`src/rtl/core/lpt_pkg.sv`:
```
// ----------------------------------------------------------------------------
// lpt_pkg: shared types and constants of the page translator
// Field widths, page geometry, and the row and result records that travel
// between the frame table, the lookup logic, and the top level.
// ----------------------------------------------------------------------------
package lpt_pkg;

    // Page geometry. These are fixed by the widths of the port fields.
    localparam int FRAME_COUNT  = 4;
    localparam int PAGE_WORDS   = 4;
    localparam int VA_BITS      = 8;
    localparam int OFFSET_W     = $clog2(PAGE_WORDS);
    localparam int PAGE_W       = VA_BITS - OFFSET_W;
    localparam int FRAME_W      = $clog2(FRAME_COUNT);
    localparam int PHYS_W       = FRAME_W + OFFSET_W;
    localparam int PROCESS_W    = 3;
    localparam int LIMIT_W      = 6;
    localparam int AGE_W        = 16;

    localparam int PROCESS_COUNT_DEFAULT = 6;

    localparam logic [AGE_W-1:0]   AGE_MAX     = '1;
    localparam logic [LIMIT_W-1:0] LIMIT_RESET = LIMIT_W'(2);

    // One process's slice of the page table.
    typedef struct packed {
        logic [FRAME_COUNT-1:0][PAGE_W-1:0] pages;
        logic [FRAME_COUNT-1:0][AGE_W-1:0]  ages;
    } row_t;

    // Write-back of a row after a lookup.
    typedef struct packed {
        logic wr_en;
        row_t row;
    } row_upd_t;

    // One translation result.
    typedef struct packed {
        logic [PHYS_W-1:0] physical_address;
        logic              hit;
        logic [PAGE_W-1:0] evicted_page;
        logic              writeback_needed;
        logic              fill_from_page_file;
        logic              fill_from_program;
    } result_t;

endpackage

```
`src/rtl/core/lru_page_translator.sv`:
```
// ----------------------------------------------------------------------------
// lru_page_translator: per-process address translation with LRU replacement
// Translates a (process, virtual word address) pair to a physical frame
// address and manages page faults with least-recently-used eviction.
// ----------------------------------------------------------------------------
// Each input transfer names a process and a virtual word address. The block
// ages every frame of that process by one (saturating), then looks the
// virtual page up in that process's frames. A hit clears that frame's age
// and returns frame * PAGE_WORDS + offset. A fault evicts the oldest frame
// (lowest index on a tie), maps the new page there with its age cleared, and
// reports the evicted page, whether it needs write-back (evicted page at or
// below the page limit) and where the fill comes from (page file when the new
// page is at or below the limit, program when at or above; both on equality).
// A process number at or above PROCESS_COUNT leaves the tables untouched and
// yields an all-zero result. The block takes one transfer per cycle while the
// result register is not stalled: an input register feeds one pass of
// compare-and-select logic into a result register, and the table row is
// written back at the same edge the result is captured, so the next item
// always sees the updated row. m_valid rises once the item has moved from
// the input register into the result register. A stalled result register
// holds the input register, and the input side stalls once both hold an
// item. The page limit register resets to 2 and is written through the cfg
// channel, which is always ready; write it only while no translation is in flight.
// ----------------------------------------------------------------------------
module lru_page_translator
    import lpt_pkg::*;
#(
    parameter int PROCESS_COUNT = PROCESS_COUNT_DEFAULT
) (
    input  logic                 aclk,
    input  logic                 aresetn,

    // Configuration write channel
    input  logic                 cfg_valid,
    output logic                 cfg_ready,
    input  logic [LIMIT_W-1:0]   cfg_data,

    // Input channel
    input  logic                 s_valid,
    output logic                 s_ready,
    input  logic [PROCESS_W-1:0] s_process,
    input  logic [VA_BITS-1:0]   s_virtual_address,

    // Result channel
    output logic                 m_valid,
    input  logic                 m_ready,
    output logic [PHYS_W-1:0]    m_physical_address,
    output logic                 m_hit,
    output logic [PAGE_W-1:0]    m_evicted_page,
    output logic                 m_writeback_needed,
    output logic                 m_fill_from_page_file,
    output logic                 m_fill_from_program
);

    localparam int PROC_IDX_W = (PROCESS_COUNT > 1) ? $clog2(PROCESS_COUNT) : 1;
    localparam int IDX_EXT_W  = PROC_IDX_W + PROCESS_W;

    // Input stage
    logic                 in_valid_reg;
    logic [PROCESS_W-1:0] process_reg;
    logic [VA_BITS-1:0]   vaddr_reg;

    // Result stage
    logic                 out_valid_reg;
    result_t              result_reg;
    result_t              result_next;

    logic [LIMIT_W-1:0]   limit_reg;

    logic                 advance;
    logic                 fire;
    logic                 in_range;
    logic [IDX_EXT_W-1:0] proc_ext;
    logic [PROC_IDX_W-1:0] row_idx;

    row_t                 rd_row;
    row_upd_t             lk_upd;
    row_upd_t             tbl_upd;

    // The result register frees up when it is empty or being drained.
    assign advance   = !out_valid_reg || m_ready;
    assign fire      = in_valid_reg && advance;
    assign s_ready   = !in_valid_reg || advance;
    assign cfg_ready = 1'b1;

    // Out-of-range processes read row zero; the lookup masks the result.
    assign in_range = (int'(process_reg) < PROCESS_COUNT);
    assign proc_ext = IDX_EXT_W'(process_reg);
    assign row_idx  = in_range ? proc_ext[PROC_IDX_W-1:0] : '0;

    // Write the row back only when the item moves into the result register.
    always_comb begin
        tbl_upd       = lk_upd;
        tbl_upd.wr_en = lk_upd.wr_en && fire;
    end

    lpt_frame_table #(
        .PROCESS_COUNT (PROCESS_COUNT),
        .PROC_IDX_W    (PROC_IDX_W)
    ) u_table (
        .aclk    (aclk),
        .aresetn (aresetn),
        .row_idx (row_idx),
        .upd     (tbl_upd),
        .rd_row  (rd_row)
    );

    lpt_lookup u_lookup (
        .in_range        (in_range),
        .virtual_address (vaddr_reg),
        .page_limit      (limit_reg),
        .row             (rd_row),
        .result          (result_next),
        .upd             (lk_upd)
    );

    // Page limit register.
    always_ff @(posedge aclk) begin
        if (!aresetn) begin
            limit_reg <= LIMIT_RESET;
        end else if (cfg_valid && cfg_ready) begin
            limit_reg <= cfg_data;
        end
    end

    // Input register: load on every input transfer, drop once the item moves on.
    always_ff @(posedge aclk) begin
        if (!aresetn) begin
            in_valid_reg <= 1'b0;
        end else if (s_ready) begin
            in_valid_reg <= s_valid;
        end
    end

    always_ff @(posedge aclk) begin
        if (s_valid && s_ready) begin
            process_reg <= s_process;
            vaddr_reg   <= s_virtual_address;
        end
    end

    // Result register: hold while the consumer stalls.
    always_ff @(posedge aclk) begin
        if (!aresetn) begin
            out_valid_reg <= 1'b0;
        end else if (advance) begin
            out_valid_reg <= in_valid_reg;
        end
    end

    always_ff @(posedge aclk) begin
        if (fire) begin
            result_reg <= result_next;
        end
    end

    assign m_valid               = out_valid_reg;
    assign m_physical_address    = result_reg.physical_address;
    assign m_hit                 = result_reg.hit;
    assign m_evicted_page        = result_reg.evicted_page;
    assign m_writeback_needed    = result_reg.writeback_needed;
    assign m_fill_from_page_file = result_reg.fill_from_page_file;
    assign m_fill_from_program   = result_reg.fill_from_program;

    // An item leaving the input register always lands in the result register.
    a_fire_lands: assert property (@(posedge aclk) disable iff (!aresetn)
        fire |=> m_valid)
        else $error("item lost between input and result registers");

    // An empty result register never blocks the input side.
    a_empty_ready: assert property (@(posedge aclk) disable iff (!aresetn)
        !m_valid |-> s_ready)
        else $error("input stalled with empty result register");

    // An unknown process yields an all-zero result.
    a_bad_process: assert property (@(posedge aclk) disable iff (!aresetn)
        (fire && !in_range) |=> (m_physical_address == '0 && !m_hit &&
            m_evicted_page == '0 && !m_writeback_needed &&
            !m_fill_from_page_file && !m_fill_from_program))
        else $error("nonzero result for out-of-range process");

    // A configuration transfer lands in the limit register.
    a_cfg_write: assert property (@(posedge aclk) disable iff (!aresetn)
        (cfg_valid && cfg_ready) |=> (limit_reg == $past(cfg_data)))
        else $error("page limit write lost");

endmodule

```
`src/rtl/core/lpt_frame_table.sv`:
```
// ----------------------------------------------------------------------------
// lpt_frame_table: per-process frame map and age storage
// Holds one row of page numbers and age counters per process, read and
// written back at the same row index.
// ----------------------------------------------------------------------------
module lpt_frame_table
    import lpt_pkg::*;
#(
    parameter int PROCESS_COUNT = PROCESS_COUNT_DEFAULT,
    parameter int PROC_IDX_W    = (PROCESS_COUNT > 1) ? $clog2(PROCESS_COUNT) : 1
) (
    input  logic                  aclk,
    input  logic                  aresetn,
    input  logic [PROC_IDX_W-1:0] row_idx,
    input  row_upd_t              upd,
    output row_t                  rd_row
);

    row_t table_reg [PROCESS_COUNT];

    assign rd_row = table_reg[row_idx];

    always_ff @(posedge aclk) begin
        if (!aresetn) begin
            for (int p = 0; p < PROCESS_COUNT; p++) begin
                for (int f = 0; f < FRAME_COUNT; f++) begin
                    table_reg[p].pages[f] <= PAGE_W'(f);
                    table_reg[p].ages[f]  <= '0;
                end
            end
        end else if (upd.wr_en) begin
            table_reg[row_idx] <= upd.row;
        end
    end

endmodule

```
`src/rtl/core/lpt_lookup.sv`:
```
// ----------------------------------------------------------------------------
// lpt_lookup: page search and least-recently-used victim choice
// Ages one row, searches it for the page, picks the oldest frame on a fault,
// and forms both the result and the updated row.
// ----------------------------------------------------------------------------
module lpt_lookup
    import lpt_pkg::*;
(
    input  logic               in_range,
    input  logic [VA_BITS-1:0] virtual_address,
    input  logic [LIMIT_W-1:0] page_limit,
    input  row_t               row,
    output result_t            result,
    output row_upd_t           upd
);

    logic [PAGE_W-1:0]                  page;
    logic [OFFSET_W-1:0]                offset;
    logic [FRAME_COUNT-1:0][AGE_W-1:0]  aged;
    logic                               found;
    logic [FRAME_W-1:0]                 hit_frame;
    logic [FRAME_W-1:0]                 victim;
    logic [AGE_W-1:0]                   best_age;
    logic [FRAME_W-1:0]                 frame;
    logic [PAGE_W-1:0]                  old_page;

    assign page   = virtual_address[VA_BITS-1:OFFSET_W];
    assign offset = virtual_address[OFFSET_W-1:0];

    // Saturating age step for every frame of the row.
    always_comb begin
        for (int f = 0; f < FRAME_COUNT; f++) begin
            aged[f] = (row.ages[f] == AGE_MAX) ? row.ages[f] : row.ages[f] + AGE_W'(1);
        end
    end

    // First matching frame wins.
    always_comb begin
        found     = 1'b0;
        hit_frame = '0;
        for (int f = 0; f < FRAME_COUNT; f++) begin
            if (!found && row.pages[f] == page) begin
                found     = 1'b1;
                hit_frame = FRAME_W'(f);
            end
        end
    end

    // Oldest frame, lowest index on a tie.
    always_comb begin
        victim   = '0;
        best_age = aged[0];
        for (int f = 1; f < FRAME_COUNT; f++) begin
            if (best_age < aged[f]) begin
                best_age = aged[f];
                victim   = FRAME_W'(f);
            end
        end
    end

    assign frame    = found ? hit_frame : victim;
    assign old_page = row.pages[victim];

    always_comb begin
        upd.wr_en            = in_range;
        upd.row.ages         = aged;
        upd.row.pages        = row.pages;
        upd.row.ages[frame]  = '0;
        if (!found) begin
            upd.row.pages[frame] = page;
        end
    end

    always_comb begin
        result = '0;
        if (in_range) begin
            result.physical_address = {frame, offset};
            result.hit              = found;
            if (!found) begin
                result.evicted_page        = old_page;
                result.writeback_needed    = (old_page <= page_limit);
                result.fill_from_page_file = (page <= page_limit);
                result.fill_from_program   = (page >= page_limit);
            end
        end
    end

endmodule

```
`config.mk`:
```
export PLATFORM = sky130hd
export DESIGN_NAME = lru_page_translator
export DESIGN_NICKNAME = d
export VERILOG_FILES = /design/src/rtl/core/lpt_pkg.sv /design/src/rtl/core/lru_page_translator.sv /design/src/rtl/core/lpt_frame_table.sv /design/src/rtl/core/lpt_lookup.sv
export SDC_FILE = /design/constraint.sdc
export NUM_CORES = 1
export LEC_CHECK = 0
export BUFFER_PORTS_ARGS = -buffer_cell sky130_fd_sc_hd__clkbuf_2
export CORE_AREA = 10 10 270 272
export DETAILED_ROUTE_END_ITERATION = 6
export DIE_AREA = 0 0 280 282
export PLACE_DENSITY = 0.7
export RECOVER_POWER = 25
export SETUP_SLACK_MARGIN = 0.02
export SYNTH_ARGS = -nofsm -noshare
export SYNTH_HDL_FRONTEND = slang
export SYNTH_SLANG_ARGS = --single-unit
```
`constraint.sdc`:
```
create_clock -name aclk -period 16.6 [get_ports aclk]
set_input_delay 2.49 -clock aclk [delete_from_list [all_inputs] [get_ports aclk]]
set_output_delay 2.49 -clock aclk [all_outputs]
set_load 0.005 [all_outputs]
```
After elaboration in Yosys (flattened, before gate mapping)
Memories as Yosys holds them, arrays and structs flattened.
Index checks and enable logic that the tools add are counted.
{"block": "op_classes", "add_sub_neg": 4, "bitwise_logic": 3, "n_reduce_logical": 16, "n_lt_le_gt_ge": 10, "n_eq_ne": 8, "muxes": 33}
{"op": "16-bit 2-to-1 mux", "count": 7}
{"op": "88-bit 2-to-1 mux", "count": 1}
{"op": "88-bit OR reduction", "count": 1}
{"op": "16-bit by 1-bit adder with 16-bit output, second input constant", "count": 4}
{"op": "64-bit AND", "count": 1}
{"op": "16-bit == test, second input constant", "count": 4}
{"op": "64-bit inverter", "count": 1}
{"op": "16-bit less-than comparator", "count": 3}
{"op": "16-bit demux with 2-bit select", "count": 1}
{"op": "24-bit bitwise mux", "count": 1}
{"op": "6-bit == test", "count": 4}
{"op": "24-bit 2-to-1 mux", "count": 1}
{"op": "6-bit binary-select mux with 2-bit select", "count": 1}
{"op": "6-bit demux with 2-bit select", "count": 1}
{"op": "6-bit less-or-equal comparator", "count": 2}
{"op": "6-bit 2-to-1 mux", "count": 2}
{"op": "1-bit 2-to-1 mux", "count": 11}
{"op": "2-bit 2-to-1 mux", "count": 5}
{"op": "1-bit logical AND", "count": 7}
{"op": "6-bit greater-or-equal comparator", "count": 1}
{"op": "2-bit by 3-bit less-than comparator with 1-bit output, second input constant", "count": 2}
{"op": "3-bit 2-to-1 mux", "count": 2}
{"op": "1-bit logical NOT", "count": 5}
{"op": "3-bit less-than comparator, second input constant", "count": 1}
{"op": "4 further kinds", "count": 5}
{"block": "word_totals", "output_inout_bits": 17, "inputBits": 22, "ramBits": 528, "word_cells": 86, "mem_count": 1, "ff_bits": 33}
{"memory": "u_table.table_reg", "depth": 6, "width": 88, "rd": 1, "rd_ports_with_merged_regs": 0, "wr": 6, "line": "lpt_frame_table.sv:19", "text": "row_t table_reg [PROCESS_COUNT];"}

Longest topological paths before layout
An unclocked memory read counts as a cell.
{"block": "logic_depth", "depth_word": 22, "depth_mapped": 68}

By module
From an unflattened synthesis, not the netlist that was laid out.
{"block": "hier_totals", "hier_cells": 2336, "area_unflattened_um2": 35585.4}
{"mod": "lpt_frame_table", "instances": 1, "area_per_inst_um2": 30013.8, "seq_area_each_um2": 21140.3, "cells_per_inst": 1628}
{"mod": "lpt_lookup", "instances": 1, "area_per_inst_um2": 4465.5, "seq_area_each_um2": 0.0, "cells_per_inst": 647}
{"mod": "lru_page_translator", "instances": 1, "area_per_inst_um2": 1106.1, "seq_area_each_um2": 910.9, "cells_per_inst": 61}

Worst setup path after synthesis
OpenSTA, ideal clock, no wires.
{"block": "synth_path", "path_kind": "flip-flop to flip-flop", "startpoint": "register process_reg[2]", "endpoint": "register result_reg (netlist bit m_writeback_needed) (data pin)", "t_arrival_ns": 12.424, "setup_ns": 0.139, "slack_ns": 4.037, "path_stages_with_launch": 64, "n_path_buf": 10, "cell_sequence": "edfxtp_1 > inv_1 > ha_1 > buf_2 > buf_2 > buf_2 > buf_2 > buf_2 > buf_2 > mux4_2 > mux2i_1 > inv_1 > ha_1 > inv_1 > nor3_2 > nand4_1 > nand4_1 > inv_1 > [... 28 more ...] > a21oi_1 > o21bai_1 > a21oi_1 > o21ai_0 > or4_4 > a41oi_4 > a21oi_1 > o221ai_1 > a21oi_1 > ha_1 > nor2b_1 > o21a_1 > o21a_1 > o21ai_0 > nand2b_1 > a21oi_1 > a31oi_1 > nor2_1"}
{"element": "start, declared", "line": "lru_page_translator.sv:60", "text": "logic [PROCESS_W-1:0] process_reg;"}
{"element": "start signal, assigned", "line": "lru_page_translator.sv:137", "text": "process_reg <= s_process;"}
{"element": "3-bit less-than comparator", "line": "lru_page_translator.sv:87", "text": "assign in_range = (int'(process_reg) < PROCESS_COUNT);"}
{"element": "3-bit 2-to-1 mux (*)", "line": "lru_page_translator.sv:89", "text": "assign row_idx = in_range ? proc_ext[PROC_IDX_W-1:0] : '0;"}
{"element": "memory read 6 x 88 bit (*)"}
{"element": "16-bit by 1-bit adder with 16-bit output / 16-bit == test (equally long branches)", "line": "lpt_lookup.sv:33", "text": "aged[f] = (row.ages[f] == AGE_MAX) ? row.ages[f] : row.ages[f] + AGE_W'(1);"}
{"element": "16-bit 2-to-1 mux", "line": "lpt_lookup.sv:33"}
{"element": "16-bit less-than comparator", "line": "lpt_lookup.sv:54", "text": "if (best_age < aged[f]) begin"}
{"element": "16-bit 2-to-1 mux", "line": "lpt_lookup.sv:54"}
{"element": "16-bit less-than comparator", "line": "lpt_lookup.sv:54"}
{"element": "16-bit 2-to-1 mux", "line": "lpt_lookup.sv:54"}
{"element": "16-bit less-than comparator", "line": "lpt_lookup.sv:54"}
{"element": "2-bit 2-to-1 mux", "line": "lpt_lookup.sv:54"}
{"element": "6-bit binary-select mux with 2-bit select (*)", "line": "lpt_lookup.sv:62", "text": "assign old_page = row.pages[victim];"}
{"element": "6-bit 2-to-1 mux (not written as such) (*)", "line": "lpt_lookup.sv:62"}
{"element": "via u_lookup.old_page[1]", "line": "lpt_lookup.sv:25", "text": "logic [PAGE_W-1:0] old_page;"}
{"element": "6-bit less-or-equal comparator (*)", "line": "lpt_lookup.sv:81", "text": "result.writeback_needed = (old_page <= page_limit);"}
{"element": "end signal, assigned", "line": "lru_page_translator.sv:153", "text": "result_reg <= result_next;"}
{"element": "end, declared", "line": "lru_page_translator.sv:65", "text": "result_t result_reg;"}
The timed path passes the listed nets; every way through them passes the cells marked *. The select of a mux whose other input is x is not followed.
A chain may end at the register's enable or synchronous reset.

Worst setup path in the final report
{"block": "layout_path", "startpoint": "register process_reg[1]", "endpoint": "register result_reg (netlist bit m_writeback_needed) (data pin)"}
The elaborated chain is that of the path after synthesis.

==> results.py <==
metrics = {
    "status": {
        "status": "complete, but fails checks",
        "violations": "max-capacitance violations, max-slew violations",
    },
    "timing": {
        "setup_viol": 0,
        "slew_headroom_pct": -213,
        "finalCritPeriodShare_pct": 89.8,
        "min_period_ns": 14.91,
        "skew_ns": 0.0216,
        "timing.fmax_ghz": 0.0671,
        "setup_tns_ns": 0,
        "worst_pin_slew_ns": 4.69,
        "hold_violations": 0,
        "drv_slew": 488,
        "rsz0062_at_grt": "false",
        "whs_ns": 0.517,
    },
    "grt": {
        "grt_max_degree": 113,
        "grt_util_all_layers_pct": 25.1,
        "antenna_found_initial": 0,
        "grt-ovfl-total": 0,
        "grt_pass1_vias": 24236,
        "grt_pass1_wl_um": 151000,
    },
    "final_layout": {
        "layout_common_cells": "edfxtp_1, nor3_1, a211oi_1, mux4_2, nor2_1",
        "drive_above_1_share_pct": 18.1,
        "final-seq-area_um2": 22100,
        "final_cells": 3456,
        "multi_input_area_um2": 13400,
        "fin_nets": 2595,
        "area_growth_pct": 8.52,
        "layout_commonest_cell": "edfxtp_1",
        "fillers": 5303,
        "antenna_cells": 0,
        "largest_reg_flops": 704,
    },
    "power": {
        "p_sw_uw": 1850,
        "ir_drop_uv": 134,
        "intPower_uw": 3580,
        "power.share.switching_pct": 34.1,
        "seq_power_share_pct": 40.6,
        "leakagePower_uw": 0.0132,
        "p_comb_share_pct": 27.5,
        "powerDensity_nw_per_um2": 136,
        "p_clk_share_pct": 31.9,
    },
    "logic_synthesis": {
        "synth-edff-count": 729,
        "ys_seq_elements": 737,
        "synth_top_family_by_area": "multiplexers",
        "netlist_area_um2": 36700,
        "synth-xor-area-share_pct": 1.77,
        "synth_compound_area_share_pct": 8.09,
        "synthMuxAreaShare_pct": 13.7,
        "async_flop_share_pct": 0,
        "synth.distinct_cells": 87,
        "yosys.area_share.simple_pct": 10.6,
        "synth_adder_area_share_pct": 2.08,
        "ys_warn_count": 0,
        "syn-instance-count": 2552,
        "synth_nets": 2635,
        "synthFlopType": "edfxtp_1",
        "syn_area_per_cell_um2": 14.4,
        "yosysSeqAreaShare_pct": 60.0,
    },
    "setup_path": {
        "start_kind": "flip-flop",
        "critPathRequiredTime_ns": 17.09,
        "regToRegSetupSlack_ns": 1.69,
        "cp_num_buf_inv": 4,
        "critical_path.top_delay_family": "compound AO/OA/AOI/OAI gates",
        "arrival_ns": 15.40,
        "rr_startpoint": "process_reg[1]$_DFFE_PP_",
        "max_stage_delay_ns": 0.94,
        "cp_slowest_cell": "a21oi_2",
        "worst_setup_path_end_kind": "flip-flop",
        "startpoint": "process_reg[1]$_DFFE_PP_",
        "worst-path-max-fanout": 35,
        "path_class": "reg2reg",
    },
    "clocking": {
        "cts.sinks": 737,
        "cts_tree": "built",
        "cts_buffers": 80,
        "cts_hold_buf": 0,
        "cts_root_buf": "clkbuf_16",
        "clock_path_buffers": 3,
        "cts_resized": 0,
        "cts_setup_buffers": 0,
        "clkSlewWorstSetupHoldPaths_ns": 0.06,
        "cts_max_level": 3,
        "clock_latency_ns": 0.62,
    },
    "drt": {
        "first_pass_iters": 5,
        "via_per_inst": 6.78,
        "wl_per_cell_um": 28.7,
        "drc": 0,
        "vias": 23439,
        "drt_iter0_drc": 2554,
        "ant_nets": 0,
        "drt-total-wl_um": 99200,
    },
    "die": {
        "die_w_um": 280,
        "boundaryPins": 39,
        "die_h_um": 282,
        "core_um2": 67700,
        "num_rows": 96,
        "dieArea_um2": 79000,
        "start_util_pct": 54.2,
    },
    "worst_hold_path": {
        "hp-class": "reg2reg",
        "worstHoldStart": "in_valid_reg$_SDFFE_PN0N_",
    },
    "placement": {
        "io_buffers": 37,
        "place_inst": 3312,
        "routabilityCongestion": 0.911,
        "post-dp-hpwl_um": 56800,
    },
    "run": {
        "drv_cap": 12,
    },
}
-- routing by layer --
layer | wire length (um) | GRT usage [%]
met1 | 39900 | 33.3
met2 | 48500 | 41.8
met3 | 7810 | 4.08
met4 | 2960 | 8.86
met5 | 0 | 0
-- power by group through the flow --
stage          clock network, uW  registers, uW  logic [uW]
2_1_floorplan                  0           2230        1200
3_3_place_gp                   0           2230        1420
3_5_place_dp                   0           2240        1460
4_1_cts                     1740           2200        1470
5_1_grt                     1820           2210        1610
6_report                    1730           2200        1490
-- kinds of logic after synthesis --
family / after synthesis
AO/OA/AOI/OAI: 409
XOR/XNOR: 72
adder cells (fa/ha/maj): 61
buffers and inverters: 259
flip-flops: 737
multiplexers: 285
other: 1
AND/OR/NAND/NOR: 728
-- path summary, 6_finish.rpt --
path                            depth (start not counted)                          endpoint
worst max-delay path                                   54  m_writeback_needed$_SDFFCE_PP0P_
worst min-delay path                                    1              m_valid$_SDFFE_PN0P_
worst max register to register                         54  m_writeback_needed$_SDFFCE_PP0P_
worst min register to register                          1              m_valid$_SDFFE_PN0P_
-- layout make-up --
cell class,instances,area share [%]
Clock inverter,45,0.985
Inverter,38,0.358
Timing Repair Buffer,99,1.65
Sequential cell,737,55.3
Clock buffer,99,5.31
Tap cell,882,2.77
Multi-Input combinational cell,1556,33.6
-- synth_stat cells, types with 39 or more instances --
cell	instances	share of area [%]
nor3_1	308	4.2
buf_4	39	0.80
nor2_1	138	1.4
xnor2_1	45	1.1
o21ai_0	39	0.53
edfxtp_1	729	60
a21oi_1	73	0.99
clkbuf_1	91	0.93
a211oi_1	189	3.9
ha_1	61	2.1
mux2i_1	98	2.7
nand2_1	82	0.84
mux4_2	172	11
buf_2	56	0.76
-- per-stage QoR --
stage | total power (uW) | worst slack, ns | util [%] | instance area [um^2]
finish | 5430 | 1.69 | 58.9 | 39900
global route | 5650 | 0.555 | 58.9 | 39900
CTS | 5410 | 1.80 | 59.0 | 40000
detailed placement | 3700 | 1.86 | 55.3 | 37500
global placement | 3660 | 2.19 | 55.3 | 37500
floorplan | 3430 | 4.04 | - | 36700
No activity file was read; power rests on OpenSTA's default activity.
